`src/design/qed_pkg.sv`:
```
`timescale 1ns / 1ps
package qed_pkg;

  localparam int unsigned BufferDepth  = 32;
  localparam int unsigned CntW         = $clog2(BufferDepth + 1);
  localparam int unsigned AddrW        = (BufferDepth > 1) ? $clog2(BufferDepth) : 1;
  localparam int unsigned CmdFifoDepth = 2;
  localparam int unsigned CmdPtrW      = 1;
  localparam int unsigned CmdCntW      = 2;

  localparam logic [7:0] ChDquote = 8'h22;
  localparam logic [7:0] ChEscape = 8'h5C;

  typedef struct packed {
    logic       kind;
    logic [7:0] char_in;
  } in_item_t;

  typedef struct packed {
    logic [7:0] char_out;
    logic       end_mark;
    logic       overflow;
    logic       last;
  } out_item_t;

  typedef enum logic [1:0] {
    CMD_EMIT,
    CMD_HOLD,
    CMD_DRAIN,
    CMD_END
  } cmd_op_e;

  typedef struct packed {
    cmd_op_e    op;
    logic [7:0] data;
    logic       quote_open;
  } cmd_t;

endpackage

```
`src/design/qed_ram.sv`:
```
`timescale 1ns / 1ps
module qed_ram #(
  parameter int unsigned Width = 8,
  parameter int unsigned Depth = 32
) (
  input  logic                                           clk_i,
  input  logic                                           we_i,
  input  logic [((Depth > 1) ? $clog2(Depth) : 1)-1:0]   waddr_i,
  input  logic [Width-1:0]                               wdata_i,
  input  logic                                           re_i,
  input  logic [((Depth > 1) ? $clog2(Depth) : 1)-1:0]   raddr_i,
  output logic [Width-1:0]                               rdata_o
);

  logic [Width-1:0] mem_q [Depth];
  logic [Width-1:0] rdata_q;

  always_ff @(posedge clk_i) begin
    if (we_i) begin
      mem_q[waddr_i] <= wdata_i;
    end
    if (re_i) begin
      rdata_q <= mem_q[raddr_i];
    end
  end

  assign rdata_o = rdata_q;

endmodule

```
`src/design/qed_front.sv`:
```
`timescale 1ns / 1ps
module qed_front (
  input  logic             clk_i,
  input  logic             rst_ni,
  input  logic             push_i,
  input  qed_pkg::in_item_t in_item_i,
  input  logic             cmd_full_i,
  output logic             full_o,
  output logic             cmd_push_o,
  output qed_pkg::cmd_t    cmd_o
);
  import qed_pkg::*;

  logic in_quote_q, in_quote_d;
  logic esc_q, esc_d;
  logic accept;
  logic need_cmd;

  assign full_o = cmd_full_i;
  assign accept = push_i && !cmd_full_i;

  always_comb begin
    in_quote_d = in_quote_q;
    esc_d      = esc_q;
    need_cmd   = 1'b0;
    cmd_o.op         = CMD_EMIT;
    cmd_o.data       = in_item_i.char_in;
    cmd_o.quote_open = in_quote_q;
    if (in_item_i.kind) begin
      need_cmd   = 1'b1;
      cmd_o.op   = CMD_END;
      in_quote_d = 1'b0;
      esc_d      = 1'b0;
    end else if (esc_q) begin
      need_cmd = 1'b1;
      esc_d    = 1'b0;
      cmd_o.op = in_quote_q ? CMD_HOLD : CMD_EMIT;
    end else if (in_item_i.char_in == ChEscape) begin
      esc_d = 1'b1;
    end else if (in_item_i.char_in == ChDquote) begin
      in_quote_d = !in_quote_q;
      need_cmd   = in_quote_q;
      cmd_o.op   = CMD_DRAIN;
    end else begin
      need_cmd = 1'b1;
      cmd_o.op = in_quote_q ? CMD_HOLD : CMD_EMIT;
    end
  end

  assign cmd_push_o = accept && need_cmd;

  always_ff @(posedge clk_i or negedge rst_ni) begin
    if (!rst_ni) begin
      in_quote_q <= 1'b0;
      esc_q      <= 1'b0;
    end else if (accept) begin
      in_quote_q <= in_quote_d;
      esc_q      <= esc_d;
    end
  end

endmodule

```
`src/design/qed_cmd_fifo.sv`:
```
`timescale 1ns / 1ps
module qed_cmd_fifo (
  input  logic          clk_i,
  input  logic          rst_ni,
  input  logic          push_i,
  input  qed_pkg::cmd_t wdata_i,
  output logic          full_o,
  input  logic          pop_i,
  output logic          empty_o,
  output qed_pkg::cmd_t rdata_o
);
  import qed_pkg::*;

  cmd_t                 slot_q [CmdFifoDepth];
  logic [CmdPtrW-1:0]   wptr_q, rptr_q;
  logic [CmdCntW-1:0]   cnt_q;
  logic                 do_push, do_pop;

  assign full_o  = (cnt_q == CmdCntW'(CmdFifoDepth));
  assign empty_o = (cnt_q == '0);
  assign rdata_o = slot_q[rptr_q];
  assign do_push = push_i && !full_o;
  assign do_pop  = pop_i && !empty_o;

  always_ff @(posedge clk_i) begin
    if (do_push) begin
      slot_q[wptr_q] <= wdata_i;
    end
  end

  always_ff @(posedge clk_i or negedge rst_ni) begin
    if (!rst_ni) begin
      wptr_q <= '0;
      rptr_q <= '0;
      cnt_q  <= '0;
    end else begin
      if (do_push) begin
        wptr_q <= wptr_q + CmdPtrW'(1);
      end
      if (do_pop) begin
        rptr_q <= rptr_q + CmdPtrW'(1);
      end
      if (do_push && !do_pop) begin
        cnt_q <= cnt_q + CmdCntW'(1);
      end else if (do_pop && !do_push) begin
        cnt_q <= cnt_q - CmdCntW'(1);
      end
    end
  end

  a_cnt_bound: assert property (@(posedge clk_i) disable iff (!rst_ni)
    cnt_q <= CmdCntW'(CmdFifoDepth))
    else $error("command queue count out of range");

endmodule

```
`src/design/qed_back.sv`:
```
`timescale 1ns / 1ps
module qed_back (
  input  logic               clk_i,
  input  logic               rst_ni,
  input  logic               cmd_empty_i,
  input  qed_pkg::cmd_t      cmd_i,
  output logic               cmd_pop_o,
  output logic               empty_o,
  input  logic               pop_i,
  output qed_pkg::out_item_t out_item_o
);
  import qed_pkg::*;

  localparam logic [2:0] S_IDLE  = 3'd0;
  localparam logic [2:0] S_QUOTE = 3'd1;
  localparam logic [2:0] S_RD    = 3'd2;
  localparam logic [2:0] S_OUT   = 3'd3;
  localparam logic [2:0] S_MARK  = 3'd4;

  logic [2:0]      state_q, state_d;
  logic [CntW-1:0] cnt_q, cnt_d;
  logic [AddrW-1:0] idx_q, idx_d;
  logic            ovf_q, ovf_d;
  logic            end_q, end_d;
  logic            out_valid_q, out_valid_d;
  out_item_t       out_q, out_d;
  logic            can_load;
  logic            load;
  logic            we, re;
  logic [7:0]      rdata;
  logic            at_last;

  qed_ram #(
    .Width(8),
    .Depth(BufferDepth)
  ) u_buf (
    .clk_i  (clk_i),
    .we_i   (we),
    .waddr_i(cnt_q[AddrW-1:0]),
    .wdata_i(cmd_i.data),
    .re_i   (re),
    .raddr_i(idx_q),
    .rdata_o(rdata)
  );

  assign can_load = !out_valid_q || pop_i;
  assign at_last  = (CntW'(idx_q) == cnt_q - CntW'(1));

  always_comb begin
    state_d   = state_q;
    cnt_d     = cnt_q;
    idx_d     = idx_q;
    ovf_d     = ovf_q;
    end_d     = end_q;
    out_d     = out_q;
    load      = 1'b0;
    cmd_pop_o = 1'b0;
    we        = 1'b0;
    re        = 1'b0;
    case (state_q)
      S_IDLE: begin
        if (!cmd_empty_i) begin
          case (cmd_i.op)
            CMD_HOLD: begin
              cmd_pop_o = 1'b1;
              if (cnt_q < CntW'(BufferDepth)) begin
                we    = 1'b1;
                cnt_d = cnt_q + CntW'(1);
              end else begin
                ovf_d = 1'b1;
              end
            end
            CMD_EMIT: begin
              if (can_load) begin
                cmd_pop_o = 1'b1;
                load      = 1'b1;
                out_d     = '{char_out: cmd_i.data, end_mark: 1'b0, overflow: 1'b0,
                              last: 1'b1};
              end
            end
            CMD_DRAIN: begin
              cmd_pop_o = 1'b1;
              end_d     = 1'b0;
              idx_d     = '0;
              if (cnt_q != '0) begin
                state_d = S_RD;
              end
            end
            default: begin
              cmd_pop_o = 1'b1;
              end_d     = 1'b1;
              idx_d     = '0;
              state_d   = cmd_i.quote_open ? S_QUOTE : S_MARK;
            end
          endcase
        end
      end
      S_QUOTE: begin
        if (can_load) begin
          load    = 1'b1;
          out_d   = '{char_out: ChDquote, end_mark: 1'b0, overflow: 1'b0, last: 1'b0};
          state_d = (cnt_q != '0) ? S_RD : S_MARK;
        end
      end
      S_RD: begin
        re      = 1'b1;
        state_d = S_OUT;
      end
      S_OUT: begin
        if (can_load) begin
          load  = 1'b1;
          out_d = '{char_out: rdata, end_mark: 1'b0, overflow: 1'b0,
                    last: at_last && !end_q};
          if (at_last) begin
            cnt_d   = '0;
            state_d = end_q ? S_MARK : S_IDLE;
          end else begin
            idx_d   = idx_q + AddrW'(1);
            state_d = S_RD;
          end
        end
      end
      S_MARK: begin
        if (can_load) begin
          load    = 1'b1;
          out_d   = '{char_out: 8'h00, end_mark: 1'b1, overflow: ovf_q, last: 1'b1};
          cnt_d   = '0;
          ovf_d   = 1'b0;
          end_d   = 1'b0;
          state_d = S_IDLE;
        end
      end
      default: begin
        state_d = S_IDLE;
      end
    endcase
  end

  always_comb begin
    out_valid_d = out_valid_q;
    if (load) begin
      out_valid_d = 1'b1;
    end else if (pop_i) begin
      out_valid_d = 1'b0;
    end
  end

  always_ff @(posedge clk_i or negedge rst_ni) begin
    if (!rst_ni) begin
      state_q     <= S_IDLE;
      cnt_q       <= '0;
      idx_q       <= '0;
      ovf_q       <= 1'b0;
      end_q       <= 1'b0;
      out_valid_q <= 1'b0;
    end else begin
      state_q     <= state_d;
      cnt_q       <= cnt_d;
      idx_q       <= idx_d;
      ovf_q       <= ovf_d;
      end_q       <= end_d;
      out_valid_q <= out_valid_d;
    end
  end

  always_ff @(posedge clk_i) begin
    if (load) begin
      out_q <= out_d;
    end
  end

  assign empty_o    = !out_valid_q;
  assign out_item_o = out_q;

  a_cnt_bound: assert property (@(posedge clk_i) disable iff (!rst_ni)
    cnt_q <= CntW'(BufferDepth))
    else $error("held count beyond buffer depth");

  a_idx_in_range: assert property (@(posedge clk_i) disable iff (!rst_ni)
    (state_q == S_RD || state_q == S_OUT) |-> (CntW'(idx_q) < cnt_q))
    else $error("drain index past held count");

  a_mark_clean: assert property (@(posedge clk_i) disable iff (!rst_ni)
    (out_valid_q && out_q.end_mark) |-> (out_q.char_out == 8'h00 && out_q.last))
    else $error("end marker malformed");

  a_no_cmd_mid_drain: assert property (@(posedge clk_i) disable iff (!rst_ni)
    (state_q != S_IDLE) |-> !cmd_pop_o)
    else $error("command taken while busy");

endmodule

```
`src/design/quote_escape_decoder_core.sv`:
```
`timescale 1ns / 1ps
// channel   dir  handshake                     payload
// input     in   push / full (accept: push & !full)   in_item_i  (kind, char_in)
// result    out  empty / pop (accept: pop & !empty)   out_item_o (char_out, end_mark,
//                                                                 overflow, last)
// plain byte: loaded straight to the output; held byte: written into the quote buffer
// closing quote: the command is taken, then each held byte gets one buffer read and
//   one output load
// end: the command is taken, then the literal quote when a span is open, a read and a
//   load per held byte, and last the marker
// the front classifies at the input and feeds a two-entry command queue, so input is
//   taken while the back end drains; full rises only when that queue is full
// reset clears all control state at once; the quote buffer needs no clearing pass
module quote_escape_decoder_core (
  input  logic               clk_i,
  input  logic               rst_ni,
  input  logic               push,
  output logic               full,
  input  qed_pkg::in_item_t  in_item_i,
  output logic               empty,
  input  logic               pop,
  output qed_pkg::out_item_t out_item_o
);
  import qed_pkg::*;

  logic cmd_push, cmd_full, cmd_empty, cmd_pop;
  cmd_t cmd_in, cmd_out;

  qed_front u_front (
    .clk_i     (clk_i),
    .rst_ni    (rst_ni),
    .push_i    (push),
    .in_item_i (in_item_i),
    .cmd_full_i(cmd_full),
    .full_o    (full),
    .cmd_push_o(cmd_push),
    .cmd_o     (cmd_in)
  );

  qed_cmd_fifo u_cmd_fifo (
    .clk_i  (clk_i),
    .rst_ni (rst_ni),
    .push_i (cmd_push),
    .wdata_i(cmd_in),
    .full_o (cmd_full),
    .pop_i  (cmd_pop),
    .empty_o(cmd_empty),
    .rdata_o(cmd_out)
  );

  qed_back u_back (
    .clk_i      (clk_i),
    .rst_ni     (rst_ni),
    .cmd_empty_i(cmd_empty),
    .cmd_i      (cmd_out),
    .cmd_pop_o  (cmd_pop),
    .empty_o    (empty),
    .pop_i      (pop),
    .out_item_o (out_item_o)
  );

endmodule

```
`config.mk`:
```
export PLATFORM = sky130hd
export DESIGN_NAME = quote_escape_decoder_core
export DESIGN_NICKNAME = d
export VERILOG_FILES = /design/src/design/qed_pkg.sv /design/src/design/qed_ram.sv /design/src/design/qed_front.sv /design/src/design/qed_cmd_fifo.sv /design/src/design/qed_back.sv /design/src/design/quote_escape_decoder_core.sv
export SDC_FILE = /design/constraint.sdc
export NUM_CORES = 1
export LEC_CHECK = 0
export BUFFER_PORTS_ARGS = -buffer_cell sky130_fd_sc_hd__buf_4
export CAP_MARGIN = 20
export CORE_AREA = 3 3 186 188
export DETAILED_ROUTE_END_ITERATION = 8
export DIE_AREA = 0 0 189 191
export PLACE_DENSITY_LB_ADDON = 0.1
export SYNTH_ARGS = -nofsm -noshare
export SYNTH_HDL_FRONTEND = slang
export SYNTH_HIERARCHICAL = 1
export SYNTH_SLANG_ARGS = --single-unit
```
`constraint.sdc`:
```
create_clock -name clk_i -period 3.5 [get_ports clk_i]
set_input_delay 0.525 -clock clk_i [delete_from_list [all_inputs] [get_ports clk_i]]
set_output_delay 0.525 -clock clk_i [all_outputs]
set_load 0.005 [all_outputs]
```
==> Yosys cells after proc, flatten, opt, wreduce, memory -nomap -nowiden <==
Memories as Yosys holds them, arrays and structs flattened. A register that Yosys moved wholly into a read port is not among the register bits.
Index checks and enable logic that the tools add are counted.
{ "op_classes": {"addsub": 7, "magnitude_cmp": 1, "eq_ne": 25, "mux": 74, "n_reduce_logical": 35} }
{ "op_table": {"columns": ["operator", "count"], "rows": [
  ["$mux W11", 6],
  ["$pmux W11 S4", 1],
  ["$mux W6", 6],
  ["$mux W1", 34],
  ["$mux W3", 9],
  ["$mux W5", 4],
  ["$pmux W6 S3", 1],
  ["$ne A2 B2 Y1 const B", 8],
  ["$pmux W3 S5", 1],
  ["$mux W2", 6],
  ["$ne A2 B1 Y1 const B", 6],
  ["$pmux W5 S2", 1],
  ["$reduce_and A5 Y1", 2],
  ["$reduce_bool A2 Y1", 5],
  ["$eq A8 B6 Y1 const B", 1],
  ["$eq A8 B7 Y1 const B", 1],
  ["$pmux W1 S2", 4],
  ["$reduce_and A4 Y1", 2],
  ["$reduce_and A8 Y1", 1],
  ["$logic_and A1 B1 Y1", 7],
  ["$logic_not A1 Y1", 7],
  ["$reduce_and A7 Y1", 1],
  ["$add A6 B1 Y6 const B", 1],
  ["$eq A3 B2 Y1 const B", 2],
  ["22 further kinds", 25]
]} }
{ "word_totals": {"ff_bits": 34, "ramBits": 278, "inputBits": 13, "output_inout_bits": 13, "wordCells": 159, "n_memories": 2} }
{ "mem_list": {"columns": ["memory", "depth", "word_bits", "rd", "rd_ports_with_merged_regs", "write_ports", "line", "text"], "rows": [
  ["u_back.u_buf.mem_q", 32, 8, 1, 1, 1, "qed_ram.sv:15", "logic [Width-1:0] mem_q [Depth];"],
  ["u_cmd_fifo.slot_q", 2, 11, 1, 0, 1, "qed_cmd_fifo.sv:14", "cmd_t slot_q [CmdFifoDepth];"]
]} }

==> Depth between registers and ports, before layout <==
{ "logic_depth": {"depth_word": 11, "ltp_mapped": 10, "mapped_depth_nobuf": 10} }

==> Cells and area by module <==
The synthesis kept the hierarchy.
{ "by_module_without_submodules": {"columns": ["module", "instances", "cells_per_inst", "area_per_inst_um2", "seq_area_each_um2"], "rows": [
  ["qed_ram", 1, 417, 10133.5, 7927.6],
  ["qed_back", 1, 186, 1784.2, 755.7],
  ["qed_cmd_fifo", 1, 53, 1002.2, 760.7],
  ["qed_front", 1, 33, 281.5, 50.0]
]} }

==> Worst setup path before layout <==
Ideal clock, no wire load.
{ "synth_path": {"kind": "register to register", "startpoint": "register u_cmd_fifo.rptr_q", "endpoint": "memory u_back.u_buf.mem_q[0][0], enable pin", "setup_ps": 370, "arrival_time_ps": 2592, "t_required_ps": 3130, "slack_ps": 538, "stages_incl_launch_ff": 7, "path_buffers": 1, "synth_period_minus_slack_ps": 2962, "cell_sequence": "dfrtp_1 > mux2_1 > or3b_2 > nor4b_4 > or3b_2 > clkbuf_1 > nor2_1"} }
{ "synth_lines": {"columns": ["element", "line", "text"], "rows": [
  ["from (decl)", "qed_cmd_fifo.sv:15", "logic [CmdPtrW-1:0] wptr_q, rptr_q;"],
  ["from (signal assigned)", "qed_cmd_fifo.sv:41", "rptr_q <= rptr_q + CmdPtrW'(1);"],
  ["to (decl)", "qed_ram.sv:15", null]
]} }

==> reports/metrics.cfg <==
[clock_tree]
clock_sinks = 320
cts_tree = built
cts.htree.levels = 2
clock_latency_ps = 510
numCtsBuffers = 35
clockBufferDepth = 3
cts_resized = 0
clkTransAtPathRegs_ps = 60
clock-root-buffer = clkbuf_16

[timing]
fin_crit_sh = 0.896
hold_viol = 0
fmax_mhz = 319
rsz0062_at_grt = false
hold-worst-slack_ps = 224
setup_violations = 0
worst_pin_slew_ps = 1050
skew_ps = 18.2
maxSlewHeadroom = 0.295
period_needed_ps = 3140
finalSetupTns_ps = 0
slew_viol_final = 0

[logic_synthesis]
yosysTopAreaCell = edfxtp_1
synth_most_common_cell = edfxtp_1
synth_area_um2 = 13200
ys_seq_area_frac = 0.719
async_flop_share = 0.0719
yosys_warnings = 6
synthFlopType = edfxtp_1
synthTopCellsByArea = edfxtp_1, mux4_2, dfrtp_1
ys_types = 69
synth-seq-cells = 320
avgSynthCellArea_um2 = 19.2
synth_cells = 689
syn_nets = 706
synthTopCellsByCount = edfxtp_1, mux4_2, nor2_1
yosysTopAreaCellShare = 0.676
synth_edf_count = 297

[detailed_routing]
drcViolationCount = 0
viasPerCell = 5.48
finalWirelength_um = 29900
vias = 6740
ant_nets = 0
first_pass_iters = 7
drt_iter0_drc = 455
routedWlPerCell_um = 24.3

[place]
place.gp.congestion = 0.804
post-dp-hpwl_um = 19100
place_area_um2 = 14100
port_buffers = 25

[floorplan]
ios = 26
core_area_um2 = 33300
die_area_um2 = 36100
start_util = 0.397
row_count = 67
die_h_um = 191
die_w_um = 189

[setup_path]
critPathArrivalTime_ps = 3270
crit_type = flop to flop
start_kind = flop
endpoint_kind = flop
required_ps = 3630
crit_path_max_fanout = 8

[worst_hold_path]
hp-class = input pin to flop

[layout]
syn_to_final_growth_pct = 15.8
final_nets = 775
n_antenna_cell = 0
layout-drive-gt1-share = 0.297
fin_area_um2 = 15300

[global_route]
grt_pass1_wl_um = 45300
antenna_found_initial = 0
grt_pass1_vias = 7047
gr-total-overflow = 0
grtUsageTotal = 0.169
grt_max_degree = 48

[power]
irDropWorstVdd_uv = 317
power.density_nw_per_um2 = 800
power.static_leakage_nw = 4.95

[status]
status = finished clean

[run]
max-cap-violations = 0

## what timing repair did
| item | CTS | global route |
|---|---|---|
| hold endpoints to repair | 23 | 0 |
| setup buffers | 0 | 0 |
| hold buffers | 1 | 0 |
## worst max-delay path, cell delays in order (launching register included)
cell	delay (ps)
dfrtp_1	380
mux2_1	310
or3b_2	520
nor4b_4	310
or3b_2	650
nor2_1	610
## cells in the final DEF, fill, tap and decap left out, types with 6 or more instances in the layout
cell and instances:
nand2b_1 8, mux2_1 8, a22o_1 6, nor3_1 10, nand2_1 12, edfxtp_1 297, nor4_1 6, nand3_1 9
buf_4 71, inv_1 14, o211ai_1 7, nand3b_1 6, mux4_2 80, nor2_1 47, xnor2_1 7, mux2_2 11
a21oi_1 7, clkbuf_1 8, dfrtp_1 21, o21ai_0 6, clkbuf_16 37
## per-stage QoR
step / instances / total power, W / worst slack [ps] / util
2_1_floorplan: 689 / 0.00741 / 538 / -
3_3_place_gp: 1167 / 0.00856 / 469 / 0.423
3_5_place_dp: 1167 / 0.00865 / 376 / 0.423
4_1_cts: 1228 / 0.0124 / 347 / 0.458
5_1_grt: 1229 / 0.0128 / 238 / 0.459
6_report: 1229 / 0.0122 / 365 / 0.459
## path summary, 6_finish.rpt
check / startpoint / endpoint / slack (ps) / depth (start not counted)
hold / removal: in_item_i[7] / u_cmd_fifo/slot_q[0][8] / 220 / 1
min in group asynchronous: rst_ni / u_back/idx_q[4] / 470 / 2
setup reg to reg: u_cmd_fifo/rptr_q / u_back/u_buf/mem_q[4][2] / 360 / 5
setup / recovery: u_cmd_fifo/rptr_q / u_back/u_buf/mem_q[4][2] / 360 / 5
max in group asynchronous: rst_ni / u_back/idx_q[0] / 2750 / 2
hold reg to reg: u_front/esc_q / u_front/esc_q / 510 / 2
## sequential cells by signal (all words and copies together), names as in the netlist
| name | flops |
|---|---|
| u_front/esc_q | 1 |
| u_cmd_fifo/slot_q | 22 |
| u_back/out_item_o | 11 |
| u_back/out_valid_q | 1 |
| u_back/u_buf/rdata_o | 8 |
| u_back/u_buf/mem_q | 256 |
| u_back/cnt_q | 6 |
| u_back/end_q | 1 |
| u_back/ovf_q | 1 |
| u_cmd_fifo/rptr_q | 1 |
| u_back/state_q | 3 |
| u_cmd_fifo/wptr_q | 1 |
| u_cmd_fifo/cnt_q | 2 |
| u_back/idx_q | 5 |
| u_front/in_quote_q | 1 |
## routing by layer
layer | up-vias | track usage | part of all wire
met3 | 37 | 0.0295 | 0.042
li1 | 2947 | - | -
met2 | 161 | 0.275 | 0.49
met1 | 3595 | 0.236 | 0.44
met5 | - | 0 | 0
met4 | 0 | 0.0470 | 0.022
## area by class of cell
| class | instances | area (um^2) |
|---|---|---|
| fill | 2813 | 18000 |
| multi-input combinational | 312 | 3410 |
| tap | 448 | 561 |
| clock buffer | 45 | 956 |
| inverter | 14 | 52.6 |
| clock inverter | 15 | 196 |
| sequential | 320 | 9500 |
| timing repair buffer | 75 | 611 |
## logic make-up after synthesis
logic type / Yosys count / synth area share
adder cells (fa/ha/maj): 4 / 0.00379
AO/OA/AOI/OAI: 58 / 0.0323
AND/OR/NAND/NOR: 137 / 0.0590
multiplexers: 102 / 0.155
flip-flops: 320 / 0.719
XOR/XNOR: 11 / 0.00787
buffers and inverters: 57 / 0.0228
## power by group
part / internal (W) / total, W / switching [W] / leakage, nW
Clock: 0.00229 / 0.00368 / 0.00139 / 0.560
Sequential: 0.00498 / 0.00531 / 0.000327 / 2.95
Combinational: 0.00134 / 0.00323 / 0.00189 / 1.43
Power figures use the tool's default switching activity.
